[src/rtl/coap_pkg.sv]
// shared types and constants for the coap message parser
package coap_pkg;

  localparam int MaxOptionsDefault = 16;

  localparam logic [3:0] PH_HEADER  = 4'd0;
  localparam logic [3:0] PH_TOKEN   = 4'd1;
  localparam logic [3:0] PH_OPT     = 4'd2;
  localparam logic [3:0] PH_D13     = 4'd3;
  localparam logic [3:0] PH_D14A    = 4'd4;
  localparam logic [3:0] PH_D14B    = 4'd5;
  localparam logic [3:0] PH_L13     = 4'd6;
  localparam logic [3:0] PH_L14A    = 4'd7;
  localparam logic [3:0] PH_L14B    = 4'd8;
  localparam logic [3:0] PH_VALUE   = 4'd9;
  localparam logic [3:0] PH_PAYLOAD = 4'd10;
  localparam logic [3:0] PH_DONE    = 4'd11;

  localparam logic [2:0] ST_OK         = 3'd0;
  localparam logic [2:0] ST_HDR_SHORT  = 3'd1;
  localparam logic [2:0] ST_BAD_VER    = 3'd2;
  localparam logic [2:0] ST_TOKEN_BAD  = 3'd3;
  localparam logic [2:0] ST_OPT_SHORT  = 3'd4;
  localparam logic [2:0] ST_DELTA15    = 3'd5;
  localparam logic [2:0] ST_LEN15      = 3'd6;
  localparam logic [2:0] ST_OPT_BIG    = 3'd7;

  localparam logic KIND_OPTION = 1'b0;
  localparam logic KIND_END    = 1'b1;

  localparam logic [7:0]  PAYLOAD_MARKER = 8'hFF;
  localparam logic [3:0]  NIB_EXT8       = 4'd13;
  localparam logic [3:0]  NIB_EXT16      = 4'd14;
  localparam logic [3:0]  NIB_BAD        = 4'd15;
  localparam logic [15:0] EXT8_BIAS      = 16'd13;
  localparam logic [15:0] EXT16_BIAS     = 16'd269;

  typedef struct packed {
    logic [7:0] data_byte;
    logic       last;
  } in_item_t;

  typedef struct packed {
    logic        kind;
    logic [2:0]  status;
    logic [1:0]  msg_type;
    logic [7:0]  code;
    logic [15:0] message_id;
    logic [3:0]  token_length;
    logic [63:0] token_value;
    logic [15:0] option_number;
    logic [15:0] value_offset;
    logic [15:0] value_length;
    logic [7:0]  option_count;
  } out_item_t;

  // one byte tagged with its position, passed from front to back
  typedef struct packed {
    logic [7:0]  data_byte;
    logic        last;
    logic [15:0] pos;
  } byte_rec_t;

endpackage

[src/rtl/coap_message_parser_core.sv]
// top level of the coap message parser
// a byte's records pass through the front queue and then the two-entry output buffer
// throughput: one byte per cycle while the output side drains; a byte that makes
//   two records fills the output buffer and holds the parser until one leaves;
// the rate is set by the two-entry output buffer, which takes a byte while its last record leaves
// reset: synchronous active-low rst_n clears the queue, parser state and buffers
module coap_message_parser_core #(
  parameter int MAX_OPTIONS = coap_pkg::MaxOptionsDefault
) (
  input  logic                clk,
  input  logic                rst_n,
  input  logic                in_valid,
  output logic                in_ready,
  input  coap_pkg::in_item_t  in_data,
  output logic                out_valid,
  input  logic                out_ready,
  output coap_pkg::out_item_t out_data
);
  import coap_pkg::*;

  logic      q_valid, q_ready;
  byte_rec_t q_data;

  coap_front u_front (
    .clk, .rst_n, .in_valid, .in_ready, .in_data,
    .q_valid, .q_ready, .q_data
  );

  coap_back #(.MAX_OPTIONS(MAX_OPTIONS)) u_back (
    .clk, .rst_n, .q_valid, .q_ready, .q_data,
    .out_valid, .out_ready, .out_data
  );
endmodule

[src/rtl/coap_front.sv]
// input side: accepts bytes, tags positions, small fifo toward the parser
module coap_front (
  input  logic                clk,
  input  logic                rst_n,
  input  logic                in_valid,
  output logic                in_ready,
  input  coap_pkg::in_item_t  in_data,
  output logic                q_valid,
  input  logic                q_ready,
  output coap_pkg::byte_rec_t q_data
);
  import coap_pkg::*;

  localparam int Depth = 4;

  byte_rec_t   mem_r [Depth];
  logic [1:0]  wp_r, rp_r;
  logic [2:0]  cnt_r;
  logic [15:0] pos_r;
  logic        push, pop;

  assign in_ready = (cnt_r != 3'(Depth));
  assign push     = in_valid && in_ready;
  assign q_valid  = (cnt_r != 3'd0);
  assign pop      = q_valid && q_ready;
  assign q_data   = mem_r[rp_r];

  always_ff @(posedge clk) begin
    if (push) begin
      mem_r[wp_r] <= '{data_byte: in_data.data_byte, last: in_data.last, pos: pos_r};
    end
    if (!rst_n) begin
      wp_r  <= '0;
      rp_r  <= '0;
      cnt_r <= '0;
      pos_r <= '0;
    end else begin
      if (push) begin
        wp_r  <= wp_r + 2'd1;
        pos_r <= in_data.last ? 16'd0 : pos_r + 16'd1;
      end
      if (pop) rp_r <= rp_r + 2'd1;
      cnt_r <= cnt_r + 3'(push) - 3'(pop);
    end
  end

  a_cnt: assert property (@(posedge clk) disable iff (!rst_n)
    cnt_r <= 3'(Depth)) else $error("queue overflow");
  a_full: assert property (@(posedge clk) disable iff (!rst_n)
    (cnt_r == 3'(Depth)) |-> !in_ready) else $error("ready when full");
  a_pos: assert property (@(posedge clk) disable iff (!rst_n)
    (push && in_data.last) |=> (pos_r == 16'd0)) else $error("position not cleared");
endmodule

[src/rtl/coap_back.sv]
// parser side: walks the message state and emits option and end records
module coap_back #(
  parameter int MAX_OPTIONS = coap_pkg::MaxOptionsDefault
) (
  input  logic                 clk,
  input  logic                 rst_n,
  input  logic                 q_valid,
  output logic                 q_ready,
  input  coap_pkg::byte_rec_t  q_data,
  output logic                 out_valid,
  input  logic                 out_ready,
  output coap_pkg::out_item_t  out_data
);
  import coap_pkg::*;

  logic [3:0]  phase_r, phase_nxt;
  logic [31:0] hdr_r, hdr_nxt;
  logic [63:0] tok_r, tok_nxt;
  logic [15:0] run_r, run_nxt, dlt_r, dlt_nxt, len_r, len_nxt;
  logic [15:0] vst_r, vst_nxt, rem_r, rem_nxt;
  logic [7:0]  seen_r, seen_nxt;
  logic [2:0]  err_r, err_nxt;
  logic        pay_r, pay_nxt;

  // two-entry output buffer
  out_item_t   ob_r [2];
  logic        ob_rp_r, ob_wp_r;
  logic [1:0]  ob_cnt_r;

  logic        take;
  logic        ob_pop;
  logic        emit_opt;
  out_item_t   opt_rec, end_rec;
  logic [7:0]  b;
  logic [15:0] pos, pos1;
  logic [3:0]  dn;
  logic        fin, aft;
  logic [2:0]  st;
  logic [1:0]  nrec;

  assign b    = q_data.data_byte;
  assign pos  = q_data.pos;
  assign pos1 = pos + 16'd1;
  assign dn   = b[7:4];
  assign ob_pop  = out_valid && out_ready;
  assign q_ready = (ob_cnt_r == 2'd0) || ((ob_cnt_r == 2'd1) && out_ready);
  assign take    = q_valid && q_ready;

  always_comb begin
    phase_nxt = phase_r; hdr_nxt = hdr_r; tok_nxt = tok_r; run_nxt = run_r;
    dlt_nxt = dlt_r; len_nxt = len_r; vst_nxt = vst_r; rem_nxt = rem_r;
    seen_nxt = seen_r; err_nxt = err_r; pay_nxt = pay_r;
    emit_opt = 1'b0; fin = 1'b0; aft = 1'b0;
    if (err_r == ST_OK) begin
      unique case (phase_r)
        PH_HEADER: begin
          unique case (pos[1:0])
            2'd0: hdr_nxt[31:24] = b;
            2'd1: hdr_nxt[23:16] = b;
            2'd2: hdr_nxt[15:8]  = b;
            default: hdr_nxt[7:0] = b;
          endcase
          if (pos >= 16'd3) begin
            if (hdr_nxt[31:30] != 2'd1) err_nxt = ST_BAD_VER;
            else if (hdr_nxt[27:24] > 4'd8) err_nxt = ST_TOKEN_BAD;
            else if (hdr_nxt[27:24] == 4'd0) phase_nxt = PH_OPT;
            else begin
              rem_nxt = {12'd0, hdr_nxt[27:24]};
              phase_nxt = PH_TOKEN;
            end
          end
        end
        PH_TOKEN: begin
          tok_nxt = {tok_r[55:0], b};
          rem_nxt = rem_r - 16'd1;
          if (rem_nxt == 16'd0) phase_nxt = PH_OPT;
        end
        PH_OPT: begin
          if (b == PAYLOAD_MARKER) begin
            vst_nxt = pos1;
            phase_nxt = PH_PAYLOAD;
          end else if (seen_r >= 8'(MAX_OPTIONS)) begin
            phase_nxt = PH_DONE;
          end else begin
            len_nxt = {12'd0, b[3:0]};
            if (dn == NIB_BAD) err_nxt = ST_DELTA15;
            else if (dn == NIB_EXT8) phase_nxt = PH_D13;
            else if (dn == NIB_EXT16) phase_nxt = PH_D14A;
            else begin
              dlt_nxt = {12'd0, dn};
              aft = 1'b1;
            end
          end
        end
        PH_D13: begin
          dlt_nxt = {8'd0, b} + EXT8_BIAS;
          aft = 1'b1;
        end
        PH_D14A: begin
          dlt_nxt = {8'd0, b};
          phase_nxt = PH_D14B;
        end
        PH_D14B: begin
          dlt_nxt = {dlt_r[7:0], b} + EXT16_BIAS;
          aft = 1'b1;
        end
        PH_L13: begin
          len_nxt = {8'd0, b} + EXT8_BIAS;
          fin = 1'b1;
        end
        PH_L14A: begin
          len_nxt = {8'd0, b};
          phase_nxt = PH_L14B;
        end
        PH_L14B: begin
          len_nxt = {len_r[7:0], b} + EXT16_BIAS;
          fin = 1'b1;
        end
        PH_VALUE: begin
          rem_nxt = rem_r - 16'd1;
          if (rem_nxt == 16'd0) emit_opt = 1'b1;
        end
        PH_PAYLOAD: pay_nxt = 1'b1;
        default: ;
      endcase
      if (aft) begin
        if (len_nxt == 16'd15) err_nxt = ST_LEN15;
        else if (len_nxt == 16'd13) phase_nxt = PH_L13;
        else if (len_nxt == 16'd14) phase_nxt = PH_L14A;
        else fin = 1'b1;
      end
      if (fin) begin
        vst_nxt = pos1;
        if (len_nxt == 16'd0) emit_opt = 1'b1;
        else begin
          rem_nxt = len_nxt;
          phase_nxt = PH_VALUE;
        end
      end
      if (emit_opt) begin
        run_nxt  = run_r + dlt_nxt;
        seen_nxt = seen_r + 8'd1;
        phase_nxt = PH_OPT;
      end
    end
  end

  always_comb begin
    st = err_nxt;
    if (st == ST_OK) begin
      unique case (phase_nxt)
        PH_HEADER: st = ST_HDR_SHORT;
        PH_TOKEN:  st = ST_TOKEN_BAD;
        PH_D13, PH_D14A, PH_D14B, PH_L13, PH_L14A, PH_L14B: st = ST_OPT_SHORT;
        PH_VALUE:  st = ST_OPT_BIG;
        default: ;
      endcase
    end
    opt_rec = '{kind: KIND_OPTION, status: ST_OK, msg_type: hdr_nxt[29:28],
                code: hdr_nxt[23:16], message_id: hdr_nxt[15:0],
                token_length: hdr_nxt[27:24], token_value: tok_nxt,
                option_number: run_nxt, value_offset: vst_nxt,
                value_length: len_nxt, option_count: seen_nxt};
    end_rec = opt_rec;
    end_rec.kind = KIND_END;
    end_rec.status = st;
    if (st == ST_OK && phase_nxt == PH_PAYLOAD && pay_nxt) begin
      end_rec.value_offset = vst_nxt;
      end_rec.value_length = pos1 - vst_nxt;
    end else begin
      end_rec.value_offset = '0;
      end_rec.value_length = '0;
    end
  end

  assign nrec = 2'(emit_opt) + 2'(q_data.last);
  assign out_valid = (ob_cnt_r != 2'd0);
  assign out_data  = ob_r[ob_rp_r];

  always_ff @(posedge clk) begin
    if (take && emit_opt) ob_r[ob_wp_r] <= opt_rec;
    if (take && q_data.last) ob_r[ob_wp_r ^ emit_opt] <= end_rec;
    if (!rst_n) begin
      ob_rp_r <= 1'b0; ob_wp_r <= 1'b0; ob_cnt_r <= '0;
    end else begin
      if (take) ob_wp_r <= ob_wp_r ^ nrec[0];
      if (ob_pop) ob_rp_r <= ~ob_rp_r;
      ob_cnt_r <= ob_cnt_r - 2'(ob_pop) + (take ? nrec : 2'd0);
    end
  end

  always_ff @(posedge clk) begin
    if (!rst_n || (take && q_data.last)) begin
      phase_r <= PH_HEADER; hdr_r <= '0; tok_r <= '0; run_r <= '0; dlt_r <= '0;
      len_r <= '0; vst_r <= '0; rem_r <= '0; seen_r <= '0; err_r <= ST_OK;
      pay_r <= 1'b0;
    end else if (take) begin
      phase_r <= phase_nxt; hdr_r <= hdr_nxt; tok_r <= tok_nxt; run_r <= run_nxt;
      dlt_r <= dlt_nxt; len_r <= len_nxt; vst_r <= vst_nxt; rem_r <= rem_nxt;
      seen_r <= seen_nxt; err_r <= err_nxt; pay_r <= pay_nxt;
    end
  end

  a_cnt: assert property (@(posedge clk) disable iff (!rst_n)
    ob_cnt_r <= 2'd2) else $error("output buffer overflow");
  a_full: assert property (@(posedge clk) disable iff (!rst_n)
    (ob_cnt_r == 2'd2) |-> !q_ready) else $error("byte taken with buffer full");
  a_seen: assert property (@(posedge clk) disable iff (!rst_n)
    (take && emit_opt) |-> (seen_r < 8'(MAX_OPTIONS))) else $error("option limit passed");
endmodule

[config.mk]
export PLATFORM = sky130hd
export DESIGN_NAME = coap_message_parser_core
export DESIGN_NICKNAME = d
export VERILOG_FILES = /design/src/rtl/coap_pkg.sv /design/src/rtl/coap_message_parser_core.sv /design/src/rtl/coap_front.sv /design/src/rtl/coap_back.sv
export SDC_FILE = /design/constraint.sdc
export NUM_CORES = 1
export LEC_CHECK = 0
export BUFFER_PORTS_ARGS = -buffer_cell sky130_fd_sc_hd__buf_4
export CAP_MARGIN = 20
export CORE_AREA = 2 2 252 254
export CTS_BUF_LIST = sky130_fd_sc_hd__clkbuf_8 sky130_fd_sc_hd__clkbuf_16
export CTS_CLUSTER_SIZE = 10
export DETAILED_ROUTE_END_ITERATION = 8
export DIE_AREA = 0 0 254 256
export GPL_TIMING_DRIVEN = 0
export PLACE_DENSITY_LB_ADDON = 0.1
export SYNTH_ARGS = -nofsm -noshare
export SYNTH_HDL_FRONTEND = slang
export SYNTH_SLANG_ARGS = --single-unit
[constraint.sdc]
create_clock -name clk -period 19.95 [get_ports clk]
set_input_delay 0.9975 -clock clk [delete_from_list [all_inputs] [get_ports clk]]
set_output_delay 0.9975 -clock clk [all_outputs]
set_load 0.1 [all_outputs]
==> impl_metrics.tcl <==
set metrics [dict create \
    r2r_end "u_back.ob_r[1][22]$_DFFE_PP_" \
    fin_skew_ns 0.0354 \
    ys.flop_type "edfxtp_1" \
    num_vias 23592 \
    synthToLayoutAreaGrowth_pct 15.3 \
    maxCapViolations 0 \
    finalSetupViolCount 0 \
    h-tree-depth 3 \
    fmax_ghz 0.102 \
    cts_resized 0 \
    fin_total_pwr_mw 6.51 \
    gr-total-overflow 0 \
    numClockSinks 630 \
    synth.top_cell.area_share 0.394 \
    ctsHoldBuffers 0 \
    async_flop_share 0 \
    rsz0062_at_grt "no" \
    dieArea_mm2 0.0650 \
    worst_setup_path_start_kind "register" \
    drtIter0Drc 1812 \
    path_max_fanout 10 \
    holdCritPathClass "register to register" \
    setup_tns_ns 0 \
    die_x_um 254 \
    grt_max_degree 93 \
    synth_nets 2999 \
    synth_edf_count 406 \
    die_y_um 256 \
    cp-end-kind "register" \
    diodes 0 \
    slew_violations 0 \
    grt_use_total 0.279 \
    hpwl_um 66800 \
    postSynthAreaPerCell_um2 10.6 \
    period_needed_ns 9.77 \
    power.density_mw_per_mm2 182 \
    drive_gt1_frac 0.158 \
    numPortBuffers 168 \
    path_clk_slew_ns 0.06 \
    antenna_found_initial 1 \
    drt_first_pass_iters 5 \
    yosysWarnings 0 \
    synth_area_mm2 0.0310 \
    drt_wl_total_um 91400 \
    ys_top_cells_by_area "edfxtp_1 39%, dfxtp_1 14%, mux2_2 5.7%" \
    slowest_stage "a31oi_1" \
    place.gp.congestion 0.947 \
    core_region_area_mm2 0.0624 \
    ys_types 93 \
    required_ns 20.31 \
    min-delay-start "u_back.hdr_r[14]$_SDFFE_PP0P_" \
    cp.arrival_ns 10.13 \
    first_global_vias 22803 \
    via_per_inst 5.76 \
    syn_inst 2934 \
    root_buffer "clkbuf_16" \
    whs_path_depth 2 \
    max-vdd-ir-drop_mv 0.125 \
    holdWs_ns 0.454 \
    routedWlPerCell_um 22.3 \
    leakage_nw 13.0 \
    fin_util 0.572 \
    critPathKind "register to register" \
    route.detailed.drc 0 \
    fp-row-count 92 \
    pin_count 169 \
    worst_slew_pin_slew_ns 1.12 \
    yosysSeqAreaShare 0.539 \
    outcome "completed" \
    clk-insertion-delay-late_ns 0.63 \
    yosys.area.top_type "edfxtp_1" \
    cts_tree "done" \
    rr_worst_depth 28 \
    worst_path_largest_cell_delay_ns 0.82 \
    ant_nets 0 \
    grt_first_pass_wirelength_um 137000 \
    clock_path_buffers 3 \
    fin_nets 3254 \
    post-route-period-util 0.490 \
    initial_core_util 0.496 \
    post_cts_buffers 0 \
    min_to "u_back.hdr_r[14]$_SDFFE_PP0P_" \
    reg2reg_slack_ns 10.18 \
    slew_headroom 0.251 \
    cts_buffers 74 \
    final_hold_viol_count 0 \
    ys_ff_latch 630 \
]
[critical path: cells and delay by family, from the launching register on]
family / cells / cell delay [ns]
buffers and inverters: 7 / 2.87
flip-flops: 1 / 0.32
AND/OR/NAND/NOR: 4 / 1.11
AO/OA/AOI/OAI: 13 / 3.26
adder cells (fa/ha/maj): 2 / 0.72
multiplexers: 2 / 1.19
[layout make-up]
cell class	count	area (um2)
flip-flops and latches	630	16700
inverters	45	184
well taps	846	1060
plain buffers	191	791
multi-input cells	2068	13300
clock inverters	59	269
fillers	5373	26700
repair buffers	179	1450
clock buffers	78	1940
[logic make-up (layout without fill, tap and decap cells)]
group	count (synthesis)	after routing	share of synthesized area
adder cells (fa/ha/maj)	52	52	0.0217
buffers and inverters	236	552	0.0310
XOR/XNOR	90	90	0.0255
AO/OA/AOI/OAI	510	510	0.108
flip-flops	630	630	0.539
AND/OR/NAND/NOR	1104	1104	0.158
multiplexers	312	312	0.117
[registers in the layout, summed over array words and instances, names as in the netlist, 32 cells and up, named ones only]
name	flops
u_back.tok_r	64
u_back.hdr_r	32
u_back.ob_r	308
u_front.mem_r	100
[how the worst max path moves through the flow]
stage,from,to,slack [ns],depth (start not counted)
6_report,register,u_back.ob_r[1][22]$_DFFE_PP_,10.18,28
5_1_grt,register,u_back.ob_r[1][22]$_DFFE_PP_,9.67,28
3_5_place_dp,register,u_back.ob_r[1][22]$_DFFE_PP_,10.03,27
2_1_floorplan,register,u_back.ob_r[1][22]$_DFFE_PP_,13.08,31
4_1_cts,register,u_back.ob_r[1][22]$_DFFE_PP_,10.01,27
3_3_place_gp,register,u_back.ob_r[0][19]$_DFFE_PP_,9.72,19
[per-layer routing]
| metal | track usage | vias to the layer above | share of wire |
|---|---|---|---|
| met5 | 0 | - | 0 |
| met4 | 0.0993 | 0 | 0.035 |
| met3 | 0.0444 | 163 | 0.060 |
| met2 | 0.455 | 755 | 0.47 |
| met1 | 0.375 | 11549 | 0.43 |
| li1 | - | 11125 | - |
[layout by cell type (no fill, tap or decap), types with 8 or more instances in the layout]
cell type,count
mux2i_1,130
a211oi_1,38
nand2_1,366
xor2_1,51
clkbuf_1,149
and2_1,27
a21o_1,12
o21a_1,19
o22ai_1,14
o311ai_0,8
edfxtp_1,406
o21ai_0,76
buf_4,170
xnor2_1,39
mux4_2,25
a21oi_1,209
dfxtp_1,224
or4_1,10
nor4_1,16
o21ai_1,8
o211ai_1,20
mux2_2,156
or3_1,17
nand2b_1,19
nand3_1,65
buf_1,18
a31oi_1,14
nor2_1,429
o2bb2ai_2,8
clkbuf_16,77
buf_2,17
nor2b_1,15
and3_1,16
inv_1,95
o31ai_1,11
ha_1,49
or2_2,8
nand4_1,18
nor3_1,59
[metrics by stage]
step / cell area [um2] / cells / setup slack, ns
global placement: 33300 / 3948 / 9.72
detailed placement: 33500 / 3957 / 10.03
floorplan: 31000 / 2934 / 13.08
global route: 35700 / 4096 / 9.67
finish: 35700 / 4096 / 10.18
CTS: 35700 / 4094 / 10.01
[Yosys cell counts, types with 15 or more instances]
cell type,count
nor4_1,17
and2_1,27
xnor2_1,39
dfxtp_1,224
ha_1,49
and3_1,16
edfxtp_1,406
o21ai_0,76
mux4_2,25
clkbuf_1,149
nand2_1,366
a211oi_1,38
mux2i_1,130
buf_1,18
o211ai_1,20
or3_1,17
buf_2,17
nand3_1,65
xor2_1,51
o21a_1,19
a21oi_1,209
nand2b_1,19
mux2_2,156
nor3_1,59
inv_1,43
nand4_1,18
nor2b_1,15
nor2_1,429
[power breakdown]
group	leakage [nW]	switching [mW]	internal, mW	total, mW
clock network	1.27	0.533	0.699	1.23
logic	5.99	2.67	0.863	3.54
registers	5.73	0.0863	1.66	1.75
Power figures use the tool's default switching activity.
